===== src/rtl/core/all_pairs_shortest_path_unit_macros.svh =====
// Assertion helpers for the shortest path unit.
// Each use expects clk and arst_n in the enclosing module.
`ifndef ALL_PAIRS_SHORTEST_PATH_UNIT_MACROS_SVH
`define ALL_PAIRS_SHORTEST_PATH_UNIT_MACROS_SVH

// Same-cycle implication.
`define APSP_ASSERT_IMPLIES(label, ante, cons, msg) \
	label: assert property (@(posedge clk) disable iff (!arst_n) (ante) |-> (cons)) \
		else $error(msg);

// Next-cycle implication.
`define APSP_ASSERT_NEXT(label, ante, cons, msg) \
	label: assert property (@(posedge clk) disable iff (!arst_n) (ante) |=> (cons)) \
		else $error(msg);

`endif


===== src/rtl/core/apsp_pkg.sv =====
`timescale 1ns / 1ps

package apsp_pkg;

	localparam int OP_W     = 2;
	localparam int NODE_W   = 5;
	localparam int WEIGHT_W = 16;
	localparam int COST_W   = 21;
	localparam int PRED_W   = 5;
	localparam int KIND_W   = 2;
	localparam int CFG_W    = 6;

	localparam logic [CFG_W-1:0] NODE_COUNT_RESET = 6'd32;

	localparam logic [OP_W-1:0] OP_LOAD = 2'd0;
	localparam logic [OP_W-1:0] OP_RUN  = 2'd1;
	localparam logic [OP_W-1:0] OP_READ = 2'd2;

	localparam logic [KIND_W-1:0] KIND_LOAD = 2'd0;
	localparam logic [KIND_W-1:0] KIND_RUN  = 2'd1;
	localparam logic [KIND_W-1:0] KIND_PAIR = 2'd2;

	typedef struct packed {
		logic                absent;
		logic [WEIGHT_W-1:0] weight;
	} edge_t;

	typedef struct packed {
		logic              inf;
		logic [COST_W-1:0] cost;
	} dist_t;

	typedef struct packed {
		logic              edge_we;
		logic              edge_clear;
		logic              init_issue;
		logic              init_inf;
		logic              init_diag;
		logic [PRED_W-1:0] init_pred;
		logic              ik_capture;
		logic              relax_issue;
		logic              out_load;
		logic              out_run;
		logic              out_read;
		logic              read_in_range;
	} apsp_cmd_t;

	typedef struct packed {
		logic ik_inf;
		logic out_valid;
	} apsp_sts_t;

endpackage


===== src/rtl/core/apsp_ctrl.sv =====
`timescale 1ns / 1ps
`include "all_pairs_shortest_path_unit_macros.svh"

module apsp_ctrl #(
	parameter int MAX_NODES = 32,
	localparam int NW = $clog2(MAX_NODES),
	localparam int CW = $clog2(MAX_NODES * MAX_NODES)
) (
	input  logic                          clk,
	input  logic                          arst_n,
	input  logic                          in_valid,
	output logic                          in_ready,
	input  logic [apsp_pkg::OP_W-1:0]     opcode,
	input  logic [apsp_pkg::NODE_W-1:0]   from_node,
	input  logic [apsp_pkg::NODE_W-1:0]   to_node,
	input  logic                          cfg_we,
	input  logic [apsp_pkg::CFG_W-1:0]    cfg_wdata,
	input  logic                          out_ready,
	input  apsp_pkg::apsp_sts_t           sts,
	output apsp_pkg::apsp_cmd_t           cmd,
	output logic [CW-1:0]                 addr_a,
	output logic [CW-1:0]                 addr_b,
	output logic [CW-1:0]                 edge_waddr
);

	localparam int NCW = (NW + 1 > apsp_pkg::CFG_W) ? NW + 1 : apsp_pkg::CFG_W;
	localparam logic [NW-1:0] LAST_IDX = NW'(MAX_NODES - 1);

	localparam logic [2:0] S_CLEAR = 3'd0;
	localparam logic [2:0] S_IDLE  = 3'd1;
	localparam logic [2:0] S_READ  = 3'd2;
	localparam logic [2:0] S_INIT  = 3'd3;
	localparam logic [2:0] S_IK    = 3'd4;
	localparam logic [2:0] S_IKW   = 3'd5;
	localparam logic [2:0] S_ROW   = 3'd6;
	localparam logic [2:0] S_DONE  = 3'd7;

	logic [2:0]                   state_q, state_d;
	logic [NW-1:0]                i_q, i_d, j_q, j_d, k_q, k_d;
	logic                         rd_range_q, rd_range_d;
	logic [apsp_pkg::CFG_W-1:0]   node_count_q;
	logic [NCW-1:0]               nc_ext, n_act;
	logic [NW-1:0]                n_last;
	logic [NW-1:0]                from_idx, to_idx;
	logic                         in_range, accept, row_end;
	logic                         out_cmd, row_idx_ok, ik_skip, run_accept;

	function automatic logic [CW-1:0] cell_addr(
		input logic [NW-1:0] r,
		input logic [NW-1:0] c
	);
		return CW'(r) * CW'(MAX_NODES) + CW'(c);
	endfunction

	// clamp the vertex count into 1 .. MAX_NODES
	assign nc_ext = NCW'(node_count_q);
	always_comb begin
		if (nc_ext == '0) begin
			n_act = NCW'(1);
		end else if (nc_ext > NCW'(MAX_NODES)) begin
			n_act = NCW'(MAX_NODES);
		end else begin
			n_act = nc_ext;
		end
	end
	assign n_last = NW'(n_act - NCW'(1));

	assign from_idx = NW'(from_node);
	assign to_idx   = NW'(to_node);
	assign in_range = (32'(from_node) < MAX_NODES) && (32'(to_node) < MAX_NODES);
	assign accept   = in_valid && in_ready;

	always_comb begin
		state_d    = state_q;
		i_d        = i_q;
		j_d        = j_q;
		k_d        = k_q;
		rd_range_d = rd_range_q;
		cmd        = '0;
		in_ready   = 1'b0;
		row_end    = 1'b0;
		addr_a     = cell_addr(i_q, j_q);
		addr_b     = cell_addr(k_q, j_q);
		edge_waddr = cell_addr(i_q, j_q);
		case (state_q)
			S_CLEAR: begin
				cmd.edge_we    = 1'b1;
				cmd.edge_clear = 1'b1;
				if (j_q == LAST_IDX) begin
					j_d = '0;
					if (i_q == LAST_IDX) begin
						i_d     = '0;
						state_d = S_IDLE;
					end else begin
						i_d = i_q + 1'b1;
					end
				end else begin
					j_d = j_q + 1'b1;
				end
			end
			S_IDLE: begin
				in_ready   = !sts.out_valid || out_ready;
				addr_b     = cell_addr(from_idx, to_idx);
				edge_waddr = cell_addr(from_idx, to_idx);
				if (accept) begin
					case (opcode)
						apsp_pkg::OP_LOAD: begin
							cmd.edge_we  = in_range;
							cmd.out_load = 1'b1;
						end
						apsp_pkg::OP_RUN: begin
							i_d     = '0;
							j_d     = '0;
							state_d = S_INIT;
						end
						apsp_pkg::OP_READ: begin
							rd_range_d = in_range;
							state_d    = S_READ;
						end
						default: begin
						end
					endcase
				end
			end
			S_READ: begin
				cmd.out_read      = 1'b1;
				cmd.read_in_range = rd_range_q;
				state_d           = S_IDLE;
			end
			S_INIT: begin
				cmd.init_issue = 1'b1;
				cmd.init_inf   = (i_q > n_last) || (j_q > n_last);
				cmd.init_diag  = (i_q == j_q);
				cmd.init_pred  = apsp_pkg::PRED_W'(i_q);
				if (j_q == LAST_IDX) begin
					j_d = '0;
					if (i_q == LAST_IDX) begin
						i_d     = '0;
						k_d     = '0;
						state_d = S_IK;
					end else begin
						i_d = i_q + 1'b1;
					end
				end else begin
					j_d = j_q + 1'b1;
				end
			end
			S_IK: begin
				addr_a  = cell_addr(i_q, k_q);
				state_d = S_IKW;
			end
			S_IKW: begin
				cmd.ik_capture = 1'b1;
				if (sts.ik_inf) begin
					row_end = 1'b1;
				end else begin
					j_d     = '0;
					state_d = S_ROW;
				end
			end
			S_ROW: begin
				cmd.relax_issue = 1'b1;
				if (j_q == n_last) begin
					row_end = 1'b1;
				end else begin
					j_d = j_q + 1'b1;
				end
			end
			S_DONE: begin
				cmd.out_run = 1'b1;
				state_d     = S_IDLE;
			end
			default: begin
				state_d = S_IDLE;
			end
		endcase
		// advance to the next row, the next intermediate vertex, or the end of the run
		if (row_end) begin
			if (i_q == n_last) begin
				i_d = '0;
				if (k_q == n_last) begin
					state_d = S_DONE;
				end else begin
					k_d     = k_q + 1'b1;
					state_d = S_IK;
				end
			end else begin
				i_d     = i_q + 1'b1;
				state_d = S_IK;
			end
		end
	end

	always_ff @(posedge clk or negedge arst_n) begin
		if (!arst_n) begin
			state_q      <= S_CLEAR;
			i_q          <= '0;
			j_q          <= '0;
			k_q          <= '0;
			rd_range_q   <= 1'b0;
			node_count_q <= apsp_pkg::NODE_COUNT_RESET;
		end else begin
			state_q    <= state_d;
			i_q        <= i_d;
			j_q        <= j_d;
			k_q        <= k_d;
			rd_range_q <= rd_range_d;
			if (cfg_we) begin
				node_count_q <= cfg_wdata;
			end
		end
	end

	assign out_cmd    = cmd.out_load || cmd.out_run || cmd.out_read;
	assign row_idx_ok = (i_q <= n_last) && (j_q <= n_last) && (k_q <= n_last);
	assign ik_skip    = (state_q == S_IKW) && sts.ik_inf;
	assign run_accept = accept && (opcode == apsp_pkg::OP_RUN);

	`APSP_ASSERT_IMPLIES(a_no_out_overrun, out_cmd, !sts.out_valid || out_ready, "result overrun")
	`APSP_ASSERT_IMPLIES(a_row_bounds, state_q == S_ROW, row_idx_ok, "index past node count")
	`APSP_ASSERT_NEXT(a_skip_inf_row, ik_skip, state_q != S_ROW, "unreachable row relaxed")
	`APSP_ASSERT_NEXT(a_run_starts, run_accept, state_q == S_INIT, "run did not start init")

endmodule


===== config.mk =====
export PLATFORM = sky130hd
export DESIGN_NAME = apsp_ctrl
export DESIGN_NICKNAME = d
export VERILOG_FILES = /design/src/rtl/core/apsp_pkg.sv /design/src/rtl/core/apsp_ctrl.sv
export VERILOG_INCLUDE_DIRS = /design/src /design/src/rtl/core
export SDC_FILE = /design/constraint.sdc
export NUM_CORES = 1
export LEC_CHECK = 0
export BUFFER_PORTS_ARGS = -buffer_cell sky130_fd_sc_hd__buf_2
export CORE_UTILIZATION = 56
export CTS_CLUSTER_DIAMETER = 150
export DETAILED_ROUTE_END_ITERATION = 12
export PLACE_DENSITY = 0.87
export SYNTH_ARGS = -nofsm -noshare
export SYNTH_HDL_FRONTEND = slang
export SYNTH_SLANG_ARGS = --single-unit

===== constraint.sdc =====
create_clock -name clk -period 6.1 [get_ports clk]
set_clock_uncertainty 0.15 [all_clocks]
set_input_delay 0.915 -clock clk [delete_from_list [all_inputs] [get_ports clk]]
set_output_delay 0.915 -clock clk [all_outputs]
set_load 0.01 [all_outputs]

==> results.txt <==
Slowest-stage cell, CP = dfrtp_1
Synth Warn # = 0
I/O Buffers = 71
sequential area share after synthesis = 27.2%
dominant synthesized flop cell = dfrtp_1
FF-to-FF setup slack = 2.32 ns
Clock Root Buffer = clkbuf_8
synthesized instance count = 284
Final Hold Violating Endpoints = 0
vias = 2239
WL per Instance = 14.6 microns
GR Util met3 = 4.14%
Layout Utilization = 70.7%
Fill cells = 310
crit-path cells = nor4_1, o21ai_0, ha_1, nand4bb_1, a21oi_1, or2_2, ha_1, nand4_1, nor2_1, o311ai_0, o21ai_0, buf_2
share of cells above drive strength 1 = 28.2%
Critical Path Fanout Max = 8
top cells by count, synth = 55 x nand2_1, 25 x o21ai_0, 24 x dfrtp_1
routability cong. = 0.932
clock latency on the worst-skew pair = 0.28 ns
clock sink total = 25
routing usage on met1 = 39.1%
Slew @ Worst Pin = 1.10 ns
status = finished clean
Die W = 66.2 microns
HPWL after DPL = 4450 microns
dominant cell by count in the synthesized netlist = nand2_1
Yosys top cell area share = 26.1%
# rows = 22
DRC Markers = 0
Area growth syn-to-layout = 16.4%
CP required = 5.03 ns
Die Ht = 66.2 microns
Setup CP Type = reg -> out
Gates resized, CTS repair = 0
top post-synthesis cells by area = dfrtp_1 26%, ha_1 10%, nand2_1 9.0%
EDFF count, synth = 0
WL final = 5730 microns
Tcrit/Tclk final = 71.1%
setup TNS = 0 ns
hold_buf cts = 0
global route overflow = 0
largest incremental delay on the critical path = 0.45 ns
RSZ-0062 raised after global routing = no
drt initial violations = 143
HP Class = reg -> reg
I/O pins = 72
Synth Area per Inst = 8.12 sq um
H-tree depth = 1
Starting Density = 60.7%
final setup violating endpoints = 0
antenna fix cells = 0
Slew headroom = 26.7%
Post-Syn Area = 0.00230 sq mm
flops & latches, synth = 25
Num CTS Buffers = 3
IR drop worst, VDD = 0.260 mV
DRT Pass-1 Iters = 4
Antenna Nets Post-Route = 0
M2 GR Usage = 48.6%
Synth area leader = dfrtp_1
Pwr Density = 373 mW/mm^2
crit path time final = 4.34 ns
Clock Tree Buf Depth = 2
initial antenna violation count = 0
Syn Nets = 328
GRT Total Usage = 29.1%
Post-layout nets = 389
Async SR Flop Fraction = 100%
vias in the first global route = 2029
Hold WS = 0.343 ns
die area = 0.00438 sq mm
Core Box Area = 0.00380 sq mm
Via density = 5.71
critical path capture point type = output pin
Leak = 1.42 nW
CP arrival = 3.27 ns
global-route wire length before repair = 9580 microns
Post-CTS Setup Bufs = 0
highest clock rate = 231 MHz
global route hottest layer = met2
largest net degree at the start of global routing = 26
maxcap violations = 0
Synth cell types = 53
CTS tree = yes
crit path launch type = register
clk slew on worst S/H paths = 0.09 ns
max-slew violation count = 0
-- cell families (layout without fill, tap and decap cells) --
kind of cell    count (synthesis)  count (layout)  share of synthesized area, %
buf+inv                        24              84                          5.05
xor+xnor                       11              11                          4.78
simple gates                  128             128                          27.5
mux                            16              16                          7.65
fa+ha+maj                      19              19                          10.3
compound gates                 61              61                          17.5
flops                          25              25                          27.2
-- area by class of cell --
class	instances	area, sq um	area share [%]
multi-input combinational	235	1560	58.2
sequential	25	627	23.4
timing repair buffer	71	355	13.2
tap	48	60.1	2.24
clock buffer	3	41.3	1.54
inverter	9	33.8	1.26
clock inverter	1	5.00	0.186
-- placed cells by master, fill, tap and decap left out, drive strengths merged, types with 2 or more instances in the layout --
cell | netlist | layout
a21boi | 3 | 3
a21oi | 6 | 6
a22o | 2 | 2
a2bb2oi | 2 | 2
and2 | 12 | 12
and3 | 5 | 5
buf | 6 | 71
clkbuf | 9 | 3
dfrtp | 24 | 24
ha | 19 | 19
inv | 9 | 9
mux2 | 13 | 13
mux2i | 3 | 3
nand2 | 55 | 55
nand2b | 9 | 9
nand3 | 10 | 10
nand4 | 2 | 2
nor2 | 11 | 11
nor2b | 8 | 8
nor3 | 6 | 6
o21a | 2 | 2
o21ai | 29 | 29
o31ai | 3 | 3
or2 | 3 | 3
xnor2 | 5 | 5
xor2 | 5 | 5
-- state kept, by name, indices dropped and copies added (netlist names) --
signal,flops
nc_ext,6
i_q,5
j_q,5
k_q,5
state_q,3
rd_range_q,1
-- report_power, final --
part / internal [mW] / total (mW) / switching, mW
clock: 0.0459 / 0.104 / 0.0577
combinational: 0.261 / 0.611 / 0.350
sequential: 0.202 / 0.285 / 0.0835
-- metal layers --
| metal | up-vias | share of wire [%] |
|---|---|---|
| li1 | 1118 | - |
| met1 | 1007 | 44 |
| met2 | 110 | 47 |
| met3 | 4 | 8.3 |
| met4 | 0 | 0.79 |
| met5 | - | 0 |
-- worst max-delay path, delay by kind of cell, from the launching register on --
kind / cells / cell delay [ns]
AOI/OAI and AO/OA: 4 / 0.77
adders and majority gates: 2 / 0.58
and+or+nand+nor: 5 / 1.01
DFF: 1 / 0.45
buffers and inverters: 1 / 0.18
-- metrics by stage --
| step | total power, mW | setup slack, ns | cell area [sq um] | cells |
|---|---|---|---|---|
| after floorplan | 0.707 | 2.51 | 2300 | 284 |
| after global placement | 0.881 | 2.20 | 2640 | 388 |
| after detailed placement | 0.895 | 2.15 | 2640 | 388 |
| after CTS | 0.998 | 1.82 | 2680 | 392 |
| after global routing | 1.09 | 1.51 | 2680 | 392 |
| final | 1.00 | 1.76 | 2680 | 392 |
-- worst paths after layout --
check	from	end	cells after the start
min reg2reg	rd_range_q$_DFFE_PN0P_	rd_range_q$_DFFE_PN0P_	1
min in group asynchronous	arst_n	rd_range_q$_DFFE_PN0P_	1
min	rd_range_q$_DFFE_PN0P_	rd_range_q$_DFFE_PN0P_	1
max in group asynchronous	arst_n	nc_ext[5]$_DFFE_PN1P_	1
max reg2reg	nc_ext[2]$_DFFE_PN0P_	i_q[3]$_DFFE_PN0P_	12
max	nc_ext[2]$_DFFE_PN0P_	cmd[12]	12
Power figures use the tool's default switching activity.
